File: src/rtl/drc_pkg.sv
package drc_pkg;

  localparam int SAMPLE_BITS = 24;
  localparam int LEAD_W = 5;

  localparam logic [23:0] ENV_MAX = 24'hFFFFFF;
  localparam logic [23:0] ENV_UNITY = 24'h010000;
  localparam logic signed [15:0] DB_FLOOR = -16'sd25600;

  localparam logic [2:0] REG_MODE = 3'd0;
  localparam logic [2:0] REG_THRESHOLD = 3'd1;
  localparam logic [2:0] REG_NOISE_FLOOR = 3'd2;
  localparam logic [2:0] REG_SLOPE = 3'd3;
  localparam logic [2:0] REG_ATTACK = 3'd4;
  localparam logic [2:0] REG_RELEASE = 3'd5;
  localparam logic [2:0] REG_MAKEUP = 3'd6;
  localparam logic [2:0] REG_CHANNELS = 3'd7;

  typedef enum logic [1:0] {
    MODE_COMP  = 2'd0,
    MODE_LIMIT = 2'd1,
    MODE_CONST = 2'd2,
    MODE_NONE  = 2'd3
  } mode_t;

  typedef struct packed {
    mode_t              mode;
    logic signed [15:0] threshold;
    logic signed [15:0] noise_floor;
    logic [15:0]        slope;
    logic [15:0]        attack_coef;
    logic [15:0]        release_coef;
    logic [15:0]        makeup;
    logic               two;
  } cfg_t;

endpackage

File: src/rtl/drc_cfg.sv
module drc_cfg (
  input  logic               clk,
  input  logic               rst_n,
  input  logic               cfg_we,
  input  logic [2:0]         cfg_index,
  input  logic [15:0]        cfg_data,
  output drc_pkg::cfg_t      cfg
);

  drc_pkg::cfg_t cfg_r;

  always_ff @(posedge clk) begin
    if (!rst_n) begin
      cfg_r.mode <= drc_pkg::MODE_COMP;
      cfg_r.threshold <= 16'sd0;
      cfg_r.noise_floor <= -16'sd15360;
      cfg_r.slope <= 16'd32768;
      cfg_r.attack_coef <= 16'd64000;
      cfg_r.release_coef <= 16'd65400;
      cfg_r.makeup <= 16'd4096;
      cfg_r.two <= 1'b1;
    end else if (cfg_we) begin
      case (cfg_index)
        drc_pkg::REG_MODE:        cfg_r.mode <= drc_pkg::mode_t'(cfg_data[1:0]);
        drc_pkg::REG_THRESHOLD:   cfg_r.threshold <= $signed(cfg_data);
        drc_pkg::REG_NOISE_FLOOR: cfg_r.noise_floor <= $signed(cfg_data);
        drc_pkg::REG_SLOPE:       cfg_r.slope <= cfg_data;
        drc_pkg::REG_ATTACK:      cfg_r.attack_coef <= cfg_data;
        drc_pkg::REG_RELEASE:     cfg_r.release_coef <= cfg_data;
        drc_pkg::REG_MAKEUP:      cfg_r.makeup <= cfg_data;
        drc_pkg::REG_CHANNELS:    cfg_r.two <= cfg_data[1];
        default: ;
      endcase
    end
  end

  assign cfg = cfg_r;

endmodule

File: src/rtl/dynamic_range_compressor.sv
// Channel   Handshake           Payload
// in        in_valid/in_stall   in_sample_zero, in_sample_one
// out       out_valid/out_stall out_zero, out_one, out_gain_envelope
// cfg       cfg_we              cfg_index, cfg_data
// Each item runs through the states to ST_DONE before the next is accepted; compressor
// mode above threshold adds the ST_G_CMP step. A silent frame skips the log2 steps,
// and a saturated or vanishing gain target skips the exp series steps. All products go
// through one shared 32x32 multiplier, one after another.
// Reset (rst_n low, synchronous) sets unity envelope and register defaults.
// in_stall stays high while an item is in work or its result waits for the
// output register; a waiting result is held there while the next item enters.
module dynamic_range_compressor (
  input  logic                                  clk,
  input  logic                                  rst_n,
  input  logic                                  in_valid,
  output logic                                  in_stall,
  input  logic signed [drc_pkg::SAMPLE_BITS-1:0] in_sample_zero,
  input  logic signed [drc_pkg::SAMPLE_BITS-1:0] in_sample_one,
  output logic                                  out_valid,
  input  logic                                  out_stall,
  output logic signed [drc_pkg::SAMPLE_BITS-1:0] out_zero,
  output logic signed [drc_pkg::SAMPLE_BITS-1:0] out_one,
  output logic [23:0]                           out_gain_envelope,
  input  logic                                  cfg_we,
  input  logic [2:0]                            cfg_index,
  input  logic [15:0]                           cfg_data
);

  localparam int SB = drc_pkg::SAMPLE_BITS;
  localparam int LEAD_W_T = drc_pkg::LEAD_W;
  localparam logic [16:0] T_BASE = 17'((SB - 1) * 4096);
  localparam logic [SB-1:0] LIM_POS = SB'((64'd1 << (SB - 1)) - 64'd1);
  localparam logic [SB-1:0] LIM_NEG = SB'(64'd1 << (SB - 1));

  typedef enum logic [4:0] {
    ST_IDLE, ST_LOG_INIT, ST_SQ_MUL, ST_SQ_NORM, ST_T_MUL, ST_T_DONE, ST_GAIN,
    ST_G_CMP, ST_EXP_MUL, ST_EXP_SPLIT, ST_Y_MUL, ST_Y_DONE, ST_S_MUL, ST_S_DIV,
    ST_S_RMUL, ST_S_REC, ST_G_LIN, ST_ENV_SEL, ST_ENV_M1, ST_ENV_M2, ST_ENV_SUM,
    ST_TOT_M, ST_TOT_D, ST_O0_M, ST_O1_M, ST_O1_D, ST_DONE
  } state_t;

  drc_pkg::cfg_t cfg;

  drc_cfg u_cfg (
    .clk      (clk),
    .rst_n    (rst_n),
    .cfg_we   (cfg_we),
    .cfg_index(cfg_index),
    .cfg_data (cfg_data),
    .cfg      (cfg)
  );

  state_t             state_r;
  logic [SB-1:0]      mag0_r, mag1_r, peak_r;
  logic               neg0_r, neg1_r;
  logic [LEAD_W_T-1:0] lead_r;
  logic [30:0]        x_r;
  logic [11:0]        frac_r;
  logic [3:0]         cnt_r;
  logic signed [15:0] lv_r;
  logic signed [17:0] g_r;
  logic signed [7:0]  n_r;
  logic [23:0]        f_r;
  logic [29:0]        y_r;
  logic [30:0]        term_r, pq_r;
  logic [31:0]        sum_r;
  logic [3:0]         idx_r;
  logic [23:0]        target_r, env_r;
  logic [15:0]        coeff_r;
  logic [40:0]        acc_r;
  logic [27:0]        total_r;
  logic [SB-1:0]      o0_r, o1_r;
  logic               out_valid_r;
  logic [SB-1:0]      out_zero_r, out_one_r;
  logic [23:0]        out_env_r;
  logic [63:0]        prod_r, prod_nxt;

  logic [31:0]        mul_a, mul_b;
  logic [SB-1:0]      in_mag0, in_mag1, in_peak;
  logic [LEAD_W_T-1:0] lead;
  logic [SB+31:0]     norm_wide;
  logic [31:0]        sq;
  logic [16:0]        t_val;
  logic [32:0]        q_lv;
  logic signed [17:0] over, thr18, lv18;
  logic [32:0]        q_cmp;
  logic [16:0]        g_mag;
  logic signed [31:0] e_val;
  logic [30:0]        p_div;
  logic [5:0]         sh;
  logic [31:0]        r_lin;
  logic [41:0]        env_sum;
  logic [25:0]        env_new;
  logic [31:0]        recip;

  function automatic logic [SB-1:0] sat_scale(input logic [63:0] p, input logic neg);
    logic [63:0] m;
    m = (p + 64'd32768) >> 16;
    if (neg) begin
      if (m > {{(64-SB){1'b0}}, LIM_NEG}) m = {{(64-SB){1'b0}}, LIM_NEG};
      return SB'(64'd0 - m);
    end
    if (m > {{(64-SB){1'b0}}, LIM_POS}) m = {{(64-SB){1'b0}}, LIM_POS};
    return m[SB-1:0];
  endfunction

  assign in_mag0 = in_sample_zero[SB-1] ? SB'(~in_sample_zero + 1'b1) : in_sample_zero;
  assign in_mag1 = in_sample_one[SB-1] ? SB'(~in_sample_one + 1'b1) : in_sample_one;
  assign in_peak = (cfg.two && in_mag1 > in_mag0) ? in_mag1 : in_mag0;

  always_comb begin
    lead = '0;
    for (int i = 0; i < SB; i++) begin
      if (peak_r[i]) lead = LEAD_W_T'(i);
    end
  end

  always_comb begin
    norm_wide = ({peak_r, 32'd0} >> lead) >> 2;
    sq = prod_r[61:30];
    t_val = (T_BASE > {lead_r, frac_r}) ? T_BASE - {lead_r, frac_r} : 17'd0;
    q_lv = ({1'b0, prod_r[31:0]} + 33'd32768) >> 16;
    lv18 = {{2{lv_r[15]}}, lv_r};
    thr18 = {{2{cfg.threshold[15]}}, cfg.threshold};
    over = lv18 - thr18;
    q_cmp = (prod_r[32:0] + 33'd32768) >> 16;
    g_mag = g_r[17] ? 17'(-g_r) : 17'(g_r);
    e_val = g_r[17] ? -$signed({1'b0, prod_r[30:0]}) : $signed({1'b0, prod_r[30:0]});
    p_div = prod_r[60:30];
    sh = 6'(8'sd14 - n_r);
    r_lin = sum_r >> sh;
    env_sum = {1'b0, acc_r} + {1'b0, prod_r[40:0]} + 42'd32768;
    env_new = env_sum[41:16];
  end

  always_comb begin
    case (idx_r)
      4'd3:    recip = 32'd2863311531;
      4'd5:    recip = 32'd1717986919;
      4'd6:    recip = 32'd1431655766;
      4'd7:    recip = 32'd1227133514;
      default: recip = 32'd0;
    endcase
  end

  // Shared multiplier: operands picked by state, product registered.
  always_comb begin
    mul_a = '0;
    mul_b = '0;
    case (state_r)
      ST_SQ_MUL: begin
        mul_a = {1'b0, x_r};
        mul_b = {1'b0, x_r};
      end
      ST_T_MUL: begin
        mul_a = {15'd0, t_val};
        mul_b = 32'd24660;
      end
      ST_GAIN: begin
        mul_a = 32'(over);
        mul_b = {16'd0, cfg.slope};
      end
      ST_EXP_MUL: begin
        mul_a = {15'd0, g_mag};
        mul_b = 32'd10885;
      end
      ST_Y_MUL: begin
        mul_a = {8'd0, f_r};
        mul_b = 32'd744261118;
      end
      ST_S_MUL: begin
        mul_a = {1'b0, term_r};
        mul_b = {2'd0, y_r};
      end
      ST_S_RMUL: begin
        mul_a = {1'b0, pq_r};
        mul_b = recip;
      end
      ST_ENV_M1: begin
        mul_a = {16'd0, coeff_r};
        mul_b = {8'd0, env_r};
      end
      ST_ENV_M2: begin
        mul_a = {15'd0, 17'd65536 - {1'b0, coeff_r}};
        mul_b = {8'd0, target_r};
      end
      ST_TOT_M: begin
        mul_a = {8'd0, env_r};
        mul_b = {16'd0, cfg.makeup};
      end
      ST_O0_M: begin
        mul_a = 32'(mag0_r);
        mul_b = {4'd0, total_r};
      end
      ST_O1_M: begin
        mul_a = 32'(mag1_r);
        mul_b = {4'd0, total_r};
      end
      default: ;
    endcase
    prod_nxt = {32'd0, mul_a} * {32'd0, mul_b};
  end

  always_ff @(posedge clk) begin
    prod_r <= prod_nxt;
    if (!rst_n) begin
      state_r <= ST_IDLE;
      env_r <= drc_pkg::ENV_UNITY;
      out_valid_r <= 1'b0;
    end else begin
      if (out_valid_r && !out_stall && state_r != ST_DONE) out_valid_r <= 1'b0;
      case (state_r)
        ST_IDLE: begin
          if (in_valid) begin
            mag0_r <= in_mag0;
            mag1_r <= in_mag1;
            neg0_r <= in_sample_zero[SB-1];
            neg1_r <= in_sample_one[SB-1];
            peak_r <= in_peak;
            state_r <= ST_LOG_INIT;
          end
        end
        ST_LOG_INIT: begin
          if (peak_r == '0) begin
            lv_r <= drc_pkg::DB_FLOOR;
            state_r <= ST_GAIN;
          end else begin
            lead_r <= lead;
            x_r <= norm_wide[30:0];
            frac_r <= '0;
            cnt_r <= 4'd11;
            state_r <= ST_SQ_MUL;
          end
        end
        ST_SQ_MUL: state_r <= ST_SQ_NORM;
        ST_SQ_NORM: begin
          // square, and renormalize when the mantissa reaches two
          if (sq[31]) begin
            frac_r[cnt_r] <= 1'b1;
            x_r <= sq[31:1];
          end else begin
            x_r <= sq[30:0];
          end
          cnt_r <= cnt_r - 4'd1;
          state_r <= (cnt_r == 4'd0) ? ST_T_MUL : ST_SQ_MUL;
        end
        ST_T_MUL: state_r <= ST_T_DONE;
        ST_T_DONE: begin
          lv_r <= (q_lv > 33'd25600) ? drc_pkg::DB_FLOOR : -$signed(q_lv[15:0]);
          state_r <= ST_GAIN;
        end
        ST_GAIN: begin
          if (cfg.mode == drc_pkg::MODE_COMP && over > 18'sd0) begin
            state_r <= ST_G_CMP;
          end else begin
            state_r <= ST_EXP_MUL;
          end
          case (cfg.mode)
            drc_pkg::MODE_LIMIT: g_r <= (over > 18'sd0) ? -over : 18'sd0;
            drc_pkg::MODE_CONST: g_r <= (lv_r > cfg.noise_floor) ? thr18 - lv18 : 18'sd0;
            default:             g_r <= '0;
          endcase
        end
        ST_G_CMP: begin
          g_r <= -$signed({1'b0, q_cmp[16:0]});
          state_r <= ST_EXP_MUL;
        end
        ST_EXP_MUL: state_r <= ST_EXP_SPLIT;
        ST_EXP_SPLIT: begin
          n_r <= e_val[31:24];
          f_r <= e_val[23:0];
          if ($signed(e_val[31:24]) >= 8'sd8) begin
            target_r <= drc_pkg::ENV_MAX;
            state_r <= ST_ENV_SEL;
          end else if ($signed(e_val[31:24]) <= -8'sd26) begin
            target_r <= '0;
            state_r <= ST_ENV_SEL;
          end else begin
            state_r <= ST_Y_MUL;
          end
        end
        ST_Y_MUL: state_r <= ST_Y_DONE;
        ST_Y_DONE: begin
          y_r <= prod_r[53:24];
          term_r <= 31'h40000000;
          sum_r <= 32'h40000000;
          idx_r <= 4'd1;
          state_r <= ST_S_MUL;
        end
        ST_S_MUL: state_r <= ST_S_DIV;
        ST_S_DIV: begin
          // powers of two divide by shift, others by reciprocal
          case (idx_r)
            4'd1: begin
              term_r <= p_div;
              sum_r <= sum_r + {1'b0, p_div};
            end
            4'd2: begin
              term_r <= p_div >> 1;
              sum_r <= sum_r + {1'b0, p_div >> 1};
            end
            4'd4: begin
              term_r <= p_div >> 2;
              sum_r <= sum_r + {1'b0, p_div >> 2};
            end
            4'd8: begin
              term_r <= p_div >> 3;
              sum_r <= sum_r + {1'b0, p_div >> 3};
            end
            default: pq_r <= p_div;
          endcase
          if (idx_r == 4'd1 || idx_r == 4'd2 || idx_r == 4'd4 || idx_r == 4'd8) begin
            idx_r <= idx_r + 4'd1;
            state_r <= (idx_r == 4'd8) ? ST_G_LIN : ST_S_MUL;
          end else begin
            state_r <= ST_S_RMUL;
          end
        end
        ST_S_RMUL: state_r <= ST_S_REC;
        ST_S_REC: begin
          term_r <= prod_r[63:33];
          sum_r <= sum_r + {1'b0, prod_r[63:33]};
          idx_r <= idx_r + 4'd1;
          state_r <= ST_S_MUL;
        end
        ST_G_LIN: begin
          target_r <= (r_lin[31:24] != 8'd0) ? drc_pkg::ENV_MAX : r_lin[23:0];
          state_r <= ST_ENV_SEL;
        end
        ST_ENV_SEL: begin
          coeff_r <= (target_r < env_r) ? cfg.attack_coef : cfg.release_coef;
          state_r <= ST_ENV_M1;
        end
        ST_ENV_M1: state_r <= ST_ENV_M2;
        ST_ENV_M2: begin
          acc_r <= prod_r[40:0];
          state_r <= ST_ENV_SUM;
        end
        ST_ENV_SUM: begin
          // prod_r holds the second envelope product here
          env_r <= (env_new[25:24] != 2'd0) ? drc_pkg::ENV_MAX : env_new[23:0];
          state_r <= ST_TOT_M;
        end
        ST_TOT_M: state_r <= ST_TOT_D;
        ST_TOT_D: begin
          total_r <= prod_r[39:12];
          state_r <= ST_O0_M;
        end
        ST_O0_M: state_r <= ST_O1_M;
        ST_O1_M: begin
          o0_r <= sat_scale(prod_r, neg0_r);
          state_r <= ST_O1_D;
        end
        ST_O1_D: begin
          o1_r <= sat_scale(prod_r, neg1_r);
          state_r <= ST_DONE;
        end
        ST_DONE: begin
          if (!out_valid_r || !out_stall) begin
            out_zero_r <= o0_r;
            out_one_r <= cfg.two ? o1_r : '0;
            out_env_r <= env_r;
            out_valid_r <= 1'b1;
            state_r <= ST_IDLE;
          end
        end
        default: state_r <= ST_IDLE;
      endcase
    end
  end

  assign in_stall = (state_r != ST_IDLE);
  assign out_valid = out_valid_r;
  assign out_zero = $signed(out_zero_r);
  assign out_one = $signed(out_one_r);
  assign out_gain_envelope = out_env_r;

endmodule
File: config.mk
export PLATFORM = sky130hd
export DESIGN_NAME = dynamic_range_compressor
export DESIGN_NICKNAME = d
export VERILOG_FILES = /design/src/rtl/drc_pkg.sv /design/src/rtl/drc_cfg.sv /design/src/rtl/dynamic_range_compressor.sv
export SDC_FILE = /design/constraint.sdc
export NUM_CORES = 2
export LEC_CHECK = 0
export ABC_AREA = 1
export BUFFER_PORTS_ARGS = -buffer_cell sky130_fd_sc_hd__buf_2
export CORE_ASPECT_RATIO = 1.5
export CORE_UTILIZATION = 40
export CTS_BUF_LIST = sky130_fd_sc_hd__clkbuf_4 sky130_fd_sc_hd__clkbuf_8
export DETAILED_ROUTE_END_ITERATION = 12
export PLACE_DENSITY = 0.65
export SYNTH_ARGS = -nofsm -noshare
export SYNTH_HDL_FRONTEND = slang
export SYNTH_SLANG_ARGS = --single-unit
File: constraint.sdc
create_clock -name clk -period 26.4 [get_ports clk]
set_clock_uncertainty 0.05 [all_clocks]
set_input_delay 5.28 -clock clk [delete_from_list [all_inputs] [get_ports clk]]
set_output_delay 5.28 -clock clk [all_outputs]
set_load 0.05 [all_outputs]
; Yosys cells after proc, flatten, opt, wreduce, memory -nomap -nowiden
; Cells that the tools add are included.
; Widths: inputs -> output; s select.
[op_classes]
addsub = 26
mul = 1
order_cmp = 13
eq_ne = 52
shifts = 2
mux = 99
n_bitwise = 5
reduce_logical = 54
[ops]
columns = op, count
row1 = $mux 64, 12
row2 = $pmux 32 s12, 1
row3 = $pmux 32 s11, 1
row4 = $mux 24, 13
row5 = $pmux 32 s4, 2
row6 = $pmux 5 s26, 1
row7 = $gt 64x23->1 const B, 2
row8 = $pmux 31 s4, 1
row9 = $pmux 32 s3, 1
row10 = $pmux 31 s3, 1
row11 = $mux 5, 17
row12 = $pmux 18 s2, 2
row13 = $add 32x31->32, 2
row14 = $add 64x16->64 const B, 1
row15 = $mul 32x32->64, 1
row16 = $mux 31, 2
row17 = $pmux 31 s2, 1
row18 = $shr 56x5->33, 1
row19 = $eq 5x5->1 const B, 11
row20 = $add 24x1->24 const B, 2
row21 = $gt 48x24->1 const B, 1
row22 = $mux 16, 3
row23 = $mux 48, 1
row24 = $not 24->24, 2
row25 = 78 further kinds, 170
[word_totals]
register_bits = 740
wordCells = 291

; Depth between registers and ports, before layout
[depth]
ltp_word = 26
depth_mapped = 55
mapped_depth_nobuf = 54

; By module
; Synthesis repeated with hierarchy kept, for this count alone.
[hier_totals]
cells_unflattened = 9472
hier_area_um2 = 77322.9
[modules_own_cells]
columns = module, instances, cells_each, area_each_um2
row1 = dynamic_range_compressor, 1, 8926, 73427.9
row2 = drc_cfg, 1, 546, 3895.0

; Least setup slack after synthesis
; No wires, ideal clock.
[synth_timing]
kind = input -> register
start = input port rst_n
end = register mag0_r[0] (enable)
setup_time_ns = 0.596
arrival_ns = 10.733
slack_ns = 15.021
stages = 3
path_buffers = 1
cell_sequence = clkinv_1 -> clkbuf_1 -> nor3_1
[synth_via]
elab_chain_len = 1
[synth_rtl]
columns = item, line_no
row1 = "start, declared", dynamic_range_compressor.sv:14  ; input logic rst_n,
row2 = $reduce_and 3->1 (no source line), -
row3 = "end signal, assigned", dynamic_range_compressor.sv:215  ; mag0_r <= in_mag0;
row4 = "end, declared", dynamic_range_compressor.sv:54  ; logic [SB-1:0] mag0_r, mag1_r, peak_r;
; Every way passes these cells.
; A chain may end at the register's enable or synchronous reset.

; Worst setup path after layout
[layout_timing]
start = register state_r[2]
end = register prod_r[63]
[layout_via]
elab_chain_len = 4
elab_cells_between_ends = 16
cone_classes = 1 x mul / 12 x eq/ne / 2 x mux / 1 x reduce/logical
[layout_rtl]
columns = item, line_no
row1 = "start, declared", dynamic_range_compressor.sv:53  ; state_t state_r;
row2 = "start signal, assigned", dynamic_range_compressor.sv:245  ; state_r <= (cnt_r == 4'd0) ? ST_T_MUL : ST_SQ_MUL;
row3 = "start signal, assigned", dynamic_range_compressor.sv:314  ; state_r <= (idx_r == 4'd8) ? ST_G_LIN : ST_S_MUL;
row4 = $eq 5x5->1, dynamic_range_compressor.sv:150  ; case (state_r)
row5 = $reduce_or 2->1 (no source line), -
row6 = $pmux 32 s11, dynamic_range_compressor.sv:150
row7 = $mul 32x32->64 *, dynamic_range_compressor.sv:201  ; prod_nxt = {32'd0, mul_a} * {32'd0, mul_b};
row8 = named net prod_nxt[63], dynamic_range_compressor.sv:76  ; logic [63:0] prod_r, prod_nxt;
row9 = "end signal, assigned", dynamic_range_compressor.sv:205  ; prod_r <= prod_nxt;
row10 = "end, declared", dynamic_range_compressor.sv:76
; The timed path passes the listed nets; every way through them passes the cells marked *.

==> flow_summary.toml <==
[routing]
route.vias.total = 68010
ant_nets = 0
route.met2.wl_mm = 160.5
wl_mm = 334.5
first_pass_iters = 7
drc = 0
avgRoutedWirePerCell_um = 27.70
dr.first_iter.drc_count = 6120
met1_length_mm = 110.8
top_layer_used = "met5"
vias_per_cell = 5.633
wl_met3_mm = 22.99

[sta]
post-route-min-period_ns = 12.87
timing.final.ws_setup_ns = 13.53
setup_viol = 0
holdWs_ns = 0.3506
drv_slew = 0
grt_setup_unrepaired = "false"
fmax_mhz = 77.69
finalHoldViolCount = 0
final.period_utilization_pct = 48.75
tightest_slew_ns = 1.475
setup_tns_ns = 0
slew-limit-headroom_pct = 1.298

[floorplan]
dieArea_um2 = 195000
die_y_um = 540.3
initial_utilization_pct = 40.24
die_x_um = 360.9
fp-row-count = 197
ios = 146
coreArea_um2 = 192000

[clocking]
cts_resized = 0
cts.sinks = 740
cts.clk_slew.worst_paths_ns = 0.07
clockBufferDepth = 3
cts_tree = "done"
cts_hold_buf = 0
clock_latency_ns = 0.87
htree_num_levels = 3
postCtsSetupBuffers = 0
numCtsBuffers = 104
cts-root-buf = "clkbuf_8"

[worst_setup_path]
worstPathRequired_ns = 27.06
worst_path_most_repeated_cell = "inv_1"
critical-path-slowest-cell = "clkinv_1"
path_max_fanout = 26
path_class = "reg -> reg"
end_kind = "flip-flop"
arrival_ns = 13.53
crit_path_max_incr_delay_ns = 0.96
r2r_start = "state_r[2]"
r2r_setup_slack_ns = 13.53
r2r_end = "prod_r[63]"
reg2regPathDepth = 44
start_kind = "flip-flop"

[layout]
area_growth_pct = 8.422
fin_cells = 12070
final_core_utilization_pct = 43.63
stdcell_area_um2 = 83770
fin_nets = 10950
drive_above_1_share_pct = 6.680

[placement]
portBuffers = 145
gp_congestion = 1.082
dp.cells = 11870
dpl_worst_slack_ns = 13.67
place_area_um2 = 81290
hpwl_mm = 264.1

[power]
power.static_leakage_nw = 39.60
finalPower_mw = 4.566
p_per_area_nw_per_um2 = 54.50
irDropWorstVdd_uv = 46.42

[global_route]
grt_first_pass_wirelength_mm = 479.6
grt_use_total_pct = 34.27
grt_max_degree = 92
antenna_found_initial = 12
grt_overflow = 0
grt_pass1_vias = 70630

[hold_path]
whs_path_depth = 0
min-delay-start = "env_r[14]"
hold_path_class = "reg -> reg"
min_to = "out_gain_envelope[14]"

[synth]
synth.distinct_cells = 76
avgSynthCellArea_um2 = 8.193
synth_edf_count = 547
yosysWarningCount = 0
ys_ff_latch = 740
syn_area_um2 = 77270
netlist_instances = 9431
yosysSeqAreaShare_pct = 26.26
synthFlopType = "edfxtp_1"
async_reset_ff_share_pct = 0

[job]
max-cap-violations = 0

[outcome]
status = "finished, final reports clean"
## logic make-up (layout without fill, tap and decap cells)
logic type      count (synthesis)  count (layout)  synth area share, %
compound gates               1351            1351                10.15
xor+xnor                      271             271                3.130
mux                            12              12               0.1555
flops                         740             740                26.26
other cells                     2              21             0.009720
fa+ha+maj                    1390            1390                31.24
simple gates                 3379            3379                17.86
buf+inv                      2286            2422                11.20
## area by class of cell
class	instances	area, um^2
tap	2487	3112
clock inverter	45	580.6
multi-input combinational	6419	48730
timing repair buffer	312	1979
clock buffer	153	1893
sequential	740	20290
inverter	1912	7177
fill	19270	108200
antenna	5	12.51
## placed cells by master (no fill, tap or decap), types with 26 or more instances in the layout
| cell type | instances |
|---|---|
| a22oi_1 | 26 |
| xnor2_1 | 63 |
| clkbuf_8 | 119 |
| nor3_1 | 106 |
| a21oi_1 | 412 |
| a221oi_1 | 43 |
| o211ai_1 | 29 |
| a31oi_1 | 42 |
| inv_1 | 1864 |
| nand4_1 | 65 |
| nor2_1 | 923 |
| buf_4 | 167 |
| nand3_1 | 331 |
| dfxtp_1 | 192 |
| ha_1 | 491 |
| o21ai_0 | 546 |
| clkinv_1 | 36 |
| buf_2 | 145 |
| nand2_1 | 1826 |
| clkbuf_4 | 34 |
| o2111ai_1 | 36 |
| edfxtp_1 | 547 |
| xor2_1 | 201 |
| fa_1 | 899 |
## registers in the layout (all words and copies together), names as in the netlist, 28 cells and up
| name | count |
|---|---|
| total_r | 28 |
| term_r | 31 |
| acc_r | 41 |
| pq_r | 31 |
| x_r | 31 |
| prod_r | 64 |
| y_r | 30 |
| sum_r | 32 |
| u_cfg.cfg | 99 |
## cells in the mapped netlist, types with 6 or more instances
cell type	instances	area share (%)
inv_1	1865	9.1
o21ai_1	18	0.12
nand2_2	6	0.049
a21oi_1	414	2.7
a21o_1	14	0.14
nor2_2	11	0.089
ha_1	491	8.0
a2111oi_0	8	0.091
or2_2	11	0.089
nand4_1	65	0.53
o2111ai_1	39	0.44
a31oi_1	42	0.34
a21boi_0	12	0.12
xnor2_1	63	0.71
o211ai_1	29	0.28
a221oi_1	43	0.49
dfxtp_1	193	5.0
edfxtp_1	547	21
nand3_1	331	2.1
fa_1	899	23
nor2_4	7	0.10
o21ai_0	546	3.5
o22ai_1	23	0.19
o21bai_1	8	0.078
clkbuf_1	324	1.6
mux2i_1	12	0.16
buf_1	20	0.097
nor2_1	940	4.6
o221ai_1	29	0.33
nand2_1	1827	8.9
buf_2	21	0.14
xor2_1	202	2.3
a22o_1	12	0.14
nor3_1	115	0.74
o31ai_1	15	0.15
a211oi_1	23	0.22
a22oi_1	26	0.25
xor2_2	6	0.13
nor4_1	32	0.26
o21a_1	19	0.18
clkinv_1	29	0.14
inv_2	18	0.087
## per-layer routing
layer / GRT usage, % / vias up
met5: 0 / -
met3: 5.491 / 1315
met2: 58.18 / 3494
met4: 33.97 / 4
li1: - / 29850
met1: 35.48 / 33340
## worst max-delay path: cells and delay by family (launching register included)
family,cells,cell delay [ns]
buf+inv,15,3.63
simple gates,10,1.95
flops,1,0.40
compound gates,9,2.00
xor+xnor,1,0.17
fa+ha+maj,9,4.41
## worst max path at each step
| stage | slack (ns) | cells past startpoint | startpoint | endpoint |
|---|---|---|---|---|
| after floorplan | 15.02 | 3 | rst_n | mag0_r[0] |
| after global placement | 13.51 | 44 | state_r[2] | prod_r[63] |
| after detailed placement | 13.67 | 44 | state_r[2] | prod_r[63] |
| after CTS | 13.66 | 44 | lv_r[0] | prod_r[63] |
| after global routing | 13.03 | 44 | lv_r[0] | prod_r[63] |
| final | 13.53 | 44 | state_r[2] | prod_r[63] |
## report_power, final
group | internal, mW | leakage, nW | total, mW | switching [mW]
combinational | 0.520 | 31.7 | 2.01 | 1.49
sequential | 1.37 | 6.57 | 1.47 | 0.100
clock | 0.578 | 1.29 | 1.09 | 0.507
total | 2.47 | 39.6 | 4.57 | 2.10
(Power assumes the default switching activity.)
